`config.mk`:
```
export PLATFORM = sky130hd
export DESIGN_NAME = stream_find_and_replace_unit
export DESIGN_NICKNAME = d
export VERILOG_FILES = /design/src/rtl/core/sfr_pkg.sv /design/src/rtl/core/sfr_cell.sv /design/src/rtl/core/sfr_match.sv /design/src/rtl/core/stream_find_and_replace_unit.sv
export SDC_FILE = /design/constraint.sdc
export NUM_CORES = 1
export LEC_CHECK = 0
export ABC_AREA = 1
export BUFFER_PORTS_ARGS = -buffer_cell sky130_fd_sc_hd__clkbuf_2
export CAP_MARGIN = 10
export CORE_MARGIN = 5
export CORE_UTILIZATION = 45
export CTS_BUF_LIST = sky130_fd_sc_hd__clkbuf_16
export DETAILED_ROUTE_END_ITERATION = 10
export HOLD_SLACK_MARGIN = 0.02
export SETUP_SLACK_MARGIN = 0.5
export SYNTH_ARGS = -nofsm -noshare
export SYNTH_HDL_FRONTEND = slang
export SYNTH_SLANG_ARGS = --single-unit
```
`constraint.sdc`:
```
create_clock -name clk -period 13.7 [get_ports clk]
set_input_delay 2.74 -clock clk [delete_from_list [all_inputs] [get_ports clk]]
set_output_delay 2.74 -clock clk [all_outputs]
set_load 0.005 [all_outputs]
```
`src/rtl/core/sfr_pkg.sv`:
```
// sfr_pkg: shared constants, types and codes for the stream find-and-replace unit.
// No dependencies; imported by every module of the block.
`default_nettype none
package sfr_pkg;

  localparam int PATTERN_MAX = 8;
  localparam int REPLACE_MAX = 8;
  // One cell per byte of the working buffer: held bytes plus the new byte
  localparam int CELLS       = PATTERN_MAX;

  localparam int CFG_DW = 64;
  localparam int CFG_AW = 2;

  localparam logic [CFG_AW-1:0] REG_PATTERN_BYTES      = 2'd0;
  localparam logic [CFG_AW-1:0] REG_PATTERN_LENGTH     = 2'd1;
  localparam logic [CFG_AW-1:0] REG_REPLACEMENT_BYTES  = 2'd2;
  localparam logic [CFG_AW-1:0] REG_REPLACEMENT_LENGTH = 2'd3;

  // Per-cell control from the sequencer
  typedef struct packed {
    logic load;   // capture the incoming text byte
    logic shift;  // take the right neighbor's byte
  } cell_ctl_t;

  typedef enum logic [2:0] {
    ST_IDLE  = 3'b001,
    ST_MATCH = 3'b010,
    ST_EMIT  = 3'b100
  } state_t;

endpackage
`default_nettype wire

```
`src/rtl/core/sfr_cell.sv`:
```
// sfr_cell: one byte cell of the buffer chain; holds a byte, shifts left, and
// compares its byte against every pattern byte. Depends on sfr_pkg.
`default_nettype none
module sfr_cell
  import sfr_pkg::*;
(
  input  wire logic                    clk,
  input  wire cell_ctl_t               ctl,
  input  wire logic [7:0]              load_byte,
  input  wire logic [7:0]              right_byte,
  input  wire logic [8*PATTERN_MAX-1:0] pattern,
  output logic [7:0]                   cell_byte,
  output logic [PATTERN_MAX-1:0]       eq
);

  logic [7:0] byte_r;
  logic [7:0] byte_nxt;

  always_comb begin
    byte_nxt = byte_r;
    if (ctl.shift) begin
      byte_nxt = right_byte;
    end else if (ctl.load) begin
      byte_nxt = load_byte;
    end
  end

  always_ff @(posedge clk) begin
    byte_r <= byte_nxt;
  end

  always_comb begin
    for (int i = 0; i < PATTERN_MAX; i++) begin
      eq[i] = (byte_r == pattern[i*8 +: 8]);
    end
  end

  assign cell_byte = byte_r;

endmodule
`default_nettype wire

```
`src/rtl/core/sfr_match.sv`:
```
// sfr_match: picks the longest buffer suffix that equals a pattern prefix,
// from the per-cell compare results. Depends on sfr_pkg.
`default_nettype none
module sfr_match
  import sfr_pkg::*;
(
  input  wire logic [CELLS-1:0][PATTERN_MAX-1:0] eq,
  input  wire logic [3:0]                        fill,
  input  wire logic [3:0]                        plen,
  output logic [3:0]                             best
);

  always_comb begin
    logic       ok;
    logic [3:0] pos;
    best = 4'd0;
    for (int k = 1; k <= PATTERN_MAX; k++) begin
      ok = (4'(k) <= fill) && (4'(k) <= plen);
      for (int i = 0; i < k; i++) begin
        pos = fill - 4'(k) + 4'(i);
        ok  = ok && eq[pos[2:0]][i];
      end
      if (ok) begin
        best = 4'(k);
      end
    end
  end

endmodule
`default_nettype wire

```
`src/rtl/core/stream_find_and_replace_unit.sv`:
```
// stream_find_and_replace_unit: top level; sequencer, configuration registers,
// output register and the row of sfr_cell byte cells. Depends on sfr_pkg,
// sfr_cell and sfr_match.
//
// Usage:
//   in_*  : one text byte per transaction in in_tdata, in_tlast on the final byte.
//   out_* : one rewritten byte per transaction in out_tdata[7:0]; out_tdata[8]
//           flags a byte-less end marker; out_tlast marks the last item of a text.
//   cfg_* : write pattern/replacement bytes and lengths while the block is idle.
// Flow: an accepted byte is loaded into a byte cell, matched against the
//   byte cells, then its result items are emitted in turn; an item has N
//   results (N up to 15; N = 0 for a byte that stays held).
//   The emission loop runs through the single output register.
//   Input is taken again as soon as the last result is in the output register,
//   even while that result still waits for the receiver.
// Reset: rst_n low clears the held count, the sequencer and the output valid;
//   the configuration returns to an empty pattern (pass-through).
// Stall: when out_tready is low the output register holds and the sequencer
//   waits in its emit state; nothing is dropped.
`default_nettype none
module stream_find_and_replace_unit
  import sfr_pkg::*;
(
  input  wire logic              clk,
  input  wire logic              rst_n,
  // input stream
  input  wire logic              in_tvalid,
  output logic                   in_tready,
  input  wire logic [7:0]        in_tdata,   // [7:0] text_byte
  input  wire logic              in_tlast,   // text_end
  // result stream
  output logic                   out_tvalid,
  input  wire logic              out_tready,
  output logic [15:0]            out_tdata,  // [7:0] out_byte, [8] out_empty, zero pad
  output logic                   out_tlast,  // out_end
  // configuration
  input  wire logic              cfg_we,
  input  wire logic [CFG_AW-1:0] cfg_addr,
  input  wire logic [CFG_DW-1:0] cfg_wdata
);

  // Configuration registers
  logic [63:0] pattern_r;
  logic [3:0]  plen_raw_r;
  logic [63:0] replace_r;
  logic [3:0]  rlen_raw_r;

  always_ff @(posedge clk) begin
    if (!rst_n) begin
      pattern_r  <= '0;
      plen_raw_r <= '0;
      replace_r  <= '0;
      rlen_raw_r <= '0;
    end else if (cfg_we) begin
      case (cfg_addr)
        REG_PATTERN_BYTES:      pattern_r  <= cfg_wdata[63:0];
        REG_PATTERN_LENGTH:     plen_raw_r <= cfg_wdata[3:0];
        REG_REPLACEMENT_BYTES:  replace_r  <= cfg_wdata[63:0];
        REG_REPLACEMENT_LENGTH: rlen_raw_r <= cfg_wdata[3:0];
        default: ;
      endcase
    end
  end

  // Saturate oversized lengths
  logic [3:0] plen;
  logic [3:0] rlen;
  assign plen = (plen_raw_r > 4'(PATTERN_MAX)) ? 4'(PATTERN_MAX) : plen_raw_r;
  assign rlen = (rlen_raw_r > 4'(REPLACE_MAX)) ? 4'(REPLACE_MAX) : rlen_raw_r;

  // Sequencer state
  state_t     state_r, state_nxt;
  logic [2:0] held_r, held_nxt;        // bytes held in cells 0..held-1
  logic [3:0] fill_r, fill_nxt;        // buffer fill during match
  logic       end_r, end_nxt;          // current item closes the text
  logic [3:0] shift_left_r, shift_left_nxt;
  logic [3:0] repl_left_r, repl_left_nxt;
  logic [2:0] repl_idx_r, repl_idx_nxt;

  // Output register
  logic       ovalid_r, ovalid_nxt;
  logic [7:0] obyte_r, obyte_nxt;
  logic       oempty_r, oempty_nxt;
  logic       olast_r, olast_nxt;

  // Cell row
  cell_ctl_t                         ctl [CELLS];
  logic [CELLS-1:0][7:0]             cell_bytes;
  logic [CELLS-1:0][PATTERN_MAX-1:0] eq;
  logic [3:0]                        best;

  for (genvar j = 0; j < CELLS; j++) begin : g_cell
    logic [7:0] right_byte;
    if (j == CELLS - 1) begin : g_tail
      assign right_byte = 8'h00;
    end else begin : g_mid
      assign right_byte = cell_bytes[j+1];
    end
    sfr_cell u_cell (
      .clk        (clk),
      .ctl        (ctl[j]),
      .load_byte  (in_tdata),
      .right_byte (right_byte),
      .pattern    (pattern_r),
      .cell_byte  (cell_bytes[j]),
      .eq         (eq[j])
    );
  end

  sfr_match u_match (
    .eq   (eq),
    .fill (fill_r),
    .plen (plen),
    .best (best)
  );

  logic in_fire;
  logic out_free;
  assign in_tready = (state_r == ST_IDLE);
  assign in_fire   = in_tvalid && in_tready;
  assign out_free  = !ovalid_r || out_tready;

  // Match-cycle decisions
  logic       full_match;
  logic [3:0] kept;
  logic [3:0] emit_front;
  logic [3:0] flush_cnt;
  assign full_match = (plen != 4'd0) && (best == plen);
  assign kept       = full_match ? 4'd0 : best;
  assign emit_front = fill_r - best;
  assign flush_cnt  = end_r ? kept : 4'd0;

  logic [4:0] remaining;
  assign remaining = {1'b0, shift_left_r} + {1'b0, repl_left_r};

  logic do_shift;

  always_comb begin
    state_nxt      = state_r;
    held_nxt       = held_r;
    fill_nxt       = fill_r;
    end_nxt        = end_r;
    shift_left_nxt = shift_left_r;
    repl_left_nxt  = repl_left_r;
    repl_idx_nxt   = repl_idx_r;
    ovalid_nxt     = ovalid_r && !out_tready;
    obyte_nxt      = obyte_r;
    oempty_nxt     = oempty_r;
    olast_nxt      = olast_r;
    do_shift       = 1'b0;

    case (state_r)
      ST_IDLE: begin
        if (in_fire) begin
          fill_nxt  = {1'b0, held_r} + 4'd1;
          end_nxt   = in_tlast;
          state_nxt = ST_MATCH;
        end
      end
      ST_MATCH: begin
        shift_left_nxt = emit_front + flush_cnt;
        repl_left_nxt  = full_match ? rlen : 4'd0;
        repl_idx_nxt   = 3'd0;
        held_nxt       = end_r ? 3'd0 : kept[2:0];
        // Nothing to emit and text continues: all bytes stay held
        if (!end_r && (emit_front + flush_cnt == 4'd0) && !full_match) begin
          state_nxt = ST_IDLE;
        end else if (!end_r && (emit_front + flush_cnt == 4'd0) && (rlen == 4'd0)) begin
          state_nxt = ST_IDLE;
        end else begin
          state_nxt = ST_EMIT;
        end
      end
      ST_EMIT: begin
        if (out_free) begin
          ovalid_nxt = 1'b1;
          oempty_nxt = 1'b0;
          olast_nxt  = end_r && (remaining <= 5'd1);
          if (shift_left_r != 4'd0) begin
            // Drain the front cell and advance the chain
            obyte_nxt      = cell_bytes[0];
            do_shift       = 1'b1;
            shift_left_nxt = shift_left_r - 4'd1;
          end else if (repl_left_r != 4'd0) begin
            obyte_nxt     = replace_r[repl_idx_r*8 +: 8];
            repl_idx_nxt  = repl_idx_r + 3'd1;
            repl_left_nxt = repl_left_r - 4'd1;
          end else begin
            // End of text with nothing to carry it: byte-less end marker
            obyte_nxt  = 8'h00;
            oempty_nxt = 1'b1;
          end
          if (remaining <= 5'd1) begin
            state_nxt = ST_IDLE;
          end
        end
      end
      default: begin
        state_nxt = ST_IDLE;
      end
    endcase
  end

  always_comb begin
    for (int j = 0; j < CELLS; j++) begin
      ctl[j].shift = do_shift;
      ctl[j].load  = in_fire && (held_r == 3'(j));
    end
  end

  always_ff @(posedge clk) begin
    if (!rst_n) begin
      state_r  <= ST_IDLE;
      held_r   <= '0;
      ovalid_r <= 1'b0;
    end else begin
      state_r  <= state_nxt;
      held_r   <= held_nxt;
      ovalid_r <= ovalid_nxt;
    end
  end

  always_ff @(posedge clk) begin
    fill_r       <= fill_nxt;
    end_r        <= end_nxt;
    shift_left_r <= shift_left_nxt;
    repl_left_r  <= repl_left_nxt;
    repl_idx_r   <= repl_idx_nxt;
    obyte_r      <= obyte_nxt;
    oempty_r     <= oempty_nxt;
    olast_r      <= olast_nxt;
  end

  assign out_tvalid = ovalid_r;
  assign out_tdata  = {7'd0, oempty_r, obyte_r};
  assign out_tlast  = olast_r;

endmodule
`default_nettype wire
```
==> flow_summary.json <==
{
  "r2r_cells": 27,
  "worst-path-buf-inv": 7,
  "cts_hold_buf": 0,
  "gr-total-overflow": 0,
  "drive_gt1_share_pct": 9.56,
  "syn-instance-count": 2958,
  "core-area_um2": 44200,
  "utilization_pct": 47.1,
  "outcome": "complete, no violations",
  "cp-end-kind": "flop",
  "wl_mm": 86.5,
  "cpLargestDelayFamily": "buffers and inverters",
  "max_stage_delay_ns": 0.97,
  "clockBufferDepth": 3,
  "area_growth_pct": 3.34,
  "initial_core_util_pct": 45.6,
  "grt_use_total_pct": 33.6,
  "min_to": "plen_raw_r[0]",
  "dieHeight_um": 222,
  "hold_start": "plen_raw_r[0]",
  "p_per_area_nw_per_um2": 93.9,
  "grt_pass1_vias": 18600,
  "clk_pin_slew_ns": 0.06,
  "cp_slowest_cell": "edfxtp_1",
  "yosysUniqueCellTypes": 54,
  "io_buffers": 91,
  "hold_viol": 0,
  "nets": 2997,
  "avgSynthCellArea_um2": 6.81,
  "hold_depth": 2,
  "crit_top_cell": "nand2_1",
  "synth-seq-area-share_pct": 27.2,
  "cts_resized": 0,
  "r2r-start": "fill_r[1]",
  "clock_skew_ns": 0.0384,
  "first_pass_iters": 6,
  "drv_cap": 0,
  "cts_buffers": 27,
  "slew_headroom_pct": 22.5,
  "post_drt_wl_per_cell_um": 24.7,
  "antenna_found_initial": 2,
  "setup_viol": 0,
  "rsz0062_at_grt": "no",
  "grt_pass1_wl_mm": 125,
  "viasPerCell": 5.70,
  "drt_iter0_drc": 2268,
  "remaining_drc_errors": 0,
  "gp_congestion": 1.08,
  "timing.rr.end": "shift_left_r[3]",
  "dieArea_um2": 49100,
  "ys_seq_elements": 233,
  "whs_ns": 0.505,
  "hp-class": "reg2reg",
  "fp.dieW_um": 222,
  "fin_setup_tns_ns": 0,
  "tightestPinTransition_ns": 1.16,
  "reg2reg_slack_ns": 7.11,
  "grt_max_degree": 94,
  "p_leak_nw": 8.59,
  "cts-htree-levels": 1,
  "cts-root-buf": "clkbuf_16",
  "fin_cells": 3500,
  "clkLatencyLatePin_ns": 0.59,
  "peakVddDrop_v": 0.000112,
  "postRouteAntennaNets": 0,
  "cts_setup_buffers": 0,
  "period_needed_ns": 6.59,
  "worstPathMaxFanout": 27,
  "timing.fmax_mhz": 152,
  "netlist_area_um2": 20100,
  "cts_tree": "yes",
  "critical_path_class": "reg2reg",
  "cts.sinks": 233,
  "num_vias": 20000,
  "numPlacedInstances": 3449,
  "min_period_over_period_pct": 48.1,
  "slew_viol_final": 0,
  "yosys_warnings": 0,
  "cp_data_arrival_time_ns": 6.86,
  "pin_count": 99,
  "dp_hpwl_mm": 66.2,
  "crit_required_ns": 13.97,
  "worstSetupStartpointType": "flop",
  "rows": 77
}
==> metrics by stage <==
stage	power, mW	worst slack (ns)	instance area (um^2)
after global placement	1.24	7.25	20000
after floorplan	1.13	8.92	20200
after global routing	2.03	6.55	20800
after detailed placement	1.25	7.25	20000
after CTS	1.95	7.22	20800
final	1.96	7.11	20800
==> Yosys cell counts, drive strengths merged <==
| library cell | number | area share, % |
|---|---|---|
| a32o | 4 | 0.20 |
| fa | 4 | 0.40 |
| nand2 | 786 | 15 |
| nand3 | 206 | 5.3 |
| conb | 1 | 0.019 |
| o211ai | 5 | 0.19 |
| nand3b | 4 | 0.15 |
| edfxtp | 82 | 12 |
| and3 | 1 | 0.031 |
| a211oi | 2 | 0.075 |
| or2 | 4 | 0.14 |
| o21a | 1 | 0.037 |
| o31ai | 6 | 0.22 |
| o21ai | 245 | 6.1 |
| a21oi | 84 | 2.1 |
| ha | 27 | 1.7 |
| nor3 | 12 | 0.30 |
| o221ai | 15 | 0.65 |
| xnor2 | 381 | 17 |
| o2111ai | 1 | 0.043 |
| a21boi | 1 | 0.037 |
| o311ai | 1 | 0.043 |
| xor2 | 47 | 2.1 |
| a221o | 1 | 0.050 |
| buf | 154 | 6.6 |
| a31oi | 4 | 0.12 |
| inv | 173 | 3.4 |
| nor4 | 1 | 0.031 |
| dfxtp | 151 | 15 |
| clkinv | 5 | 0.11 |
| nand4 | 25 | 0.81 |
| o22ai | 5 | 0.22 |
| clkbuf | 64 | 1.2 |
| nor2 | 455 | 9.0 |
==> area by class of cell <==
type / instances / area, um^2
Inverter: 178 / 702
Clock buffer: 28 / 701
Tap cell: 592 / 741
Fill cell: 4576 / 23400
Multi-Input combinational cell: 2335 / 12400
Antenna cell: 1 / 2.50
Timing Repair Buffer: 111 / 608
Clock inverter: 22 / 150
Sequential cell: 233 / 5490
==> placed cells by master (no fill, tap or decap), types with 3 or more instances in the layout <==
master     netlist  routed
o31ai_1          6       6
inv_6            1       5
o221ai_1        15      15
a31oi_1          4       4
clkbuf_2         0      90
clkinv_2         3       7
nor2_2          26      26
o211ai_1         5       5
o22ai_1          3       3
nor2_1         425     424
inv_4           10      10
or2_1            3       3
inv_2           57      61
o21ai_1          7       7
nand3_1        198     198
dfxtp_1        151     151
nor3_1          12      11
ha_1            27      27
edfxtp_1        82      82
nand3b_1         4       4
nand3_2          8       8
buf_4           72      21
inv_1          105     108
fa_1             4       4
a32o_1           4       4
clkinv_1         2       7
a21oi_1         82      82
o21ai_0        237     237
nand2_1        780     780
nand2_2          3       3
nand4_1         24      24
clkbuf_16        0      28
nor2_4           4       5
xnor2_1        381     381
xor2_1          46      46
conb_1           1       7
==> logic make-up (layout without fill, tap and decap cells) <==
| family | count (synthesis) | after routing | share of synthesized area, % |
|---|---|---|---|
| AO/OA/AOI/OAI | 375 | 375 | 10.1 |
| flip-flops | 233 | 233 | 27.2 |
| other | 1 | 8 | 0.0186 |
| AND/OR/NAND/NOR | 1494 | 1494 | 30.6 |
| buffers and inverters | 396 | 339 | 11.2 |
| XOR/XNOR | 428 | 428 | 18.7 |
| adder cells (fa/ha/maj) | 31 | 31 | 2.07 |
==> worst max-delay path by stage <==
stage,from,endpoint,slack [ns],depth (start not counted)
after floorplan,out_tready,g_cell[0].u_cell.cell_byte[0],8.92,8
final,fill_r[1],shift_left_r[3],7.11,27
after global routing,fill_r[1],shift_left_r[3],6.55,27
after detailed placement,fill_r[1],shift_left_r[3],7.25,27
after CTS,fill_r[1],shift_left_r[3],7.22,27
after global placement,fill_r[1],shift_left_r[3],7.25,27
==> state kept, by name, indices dropped and copies added (netlist names), 4 cells and up <==
signal and flops:
replace_r 64, g_cell.u_cell.cell_byte 64, rlen_raw_r 4, obyte_r 8
fill_r 4, shift_left_r 4, repl_left_r 4, pattern_r 64
plen_raw_r 4
==> metal layers <==
layer | up-vias | routed length [um] | track usage, %
li1 | 9216 | - | -
met1 | 9388 | 34800 | 44.6
met2 | 1109 | 37600 | 52.3
met3 | 244 | 8980 | 6.65
met4 | 4 | 5120 | 16.7
met5 | - | 30 | 0
==> worst min-delay path, stage by stage, from the launching register on <==
cell and delay (ns):
dfxtp_1 0.32, inv_1 0.08, a21oi_1 0.06
==> report_power, final <==
group          leakage, nW  internal (mW)  switching, mW
logic                 6.17          0.155          0.241
registers             1.98          0.748          0.102
clock network        0.445          0.393          0.317
total                 8.59           1.30          0.660
Note: power is estimated with default switching activity, not from simulation.
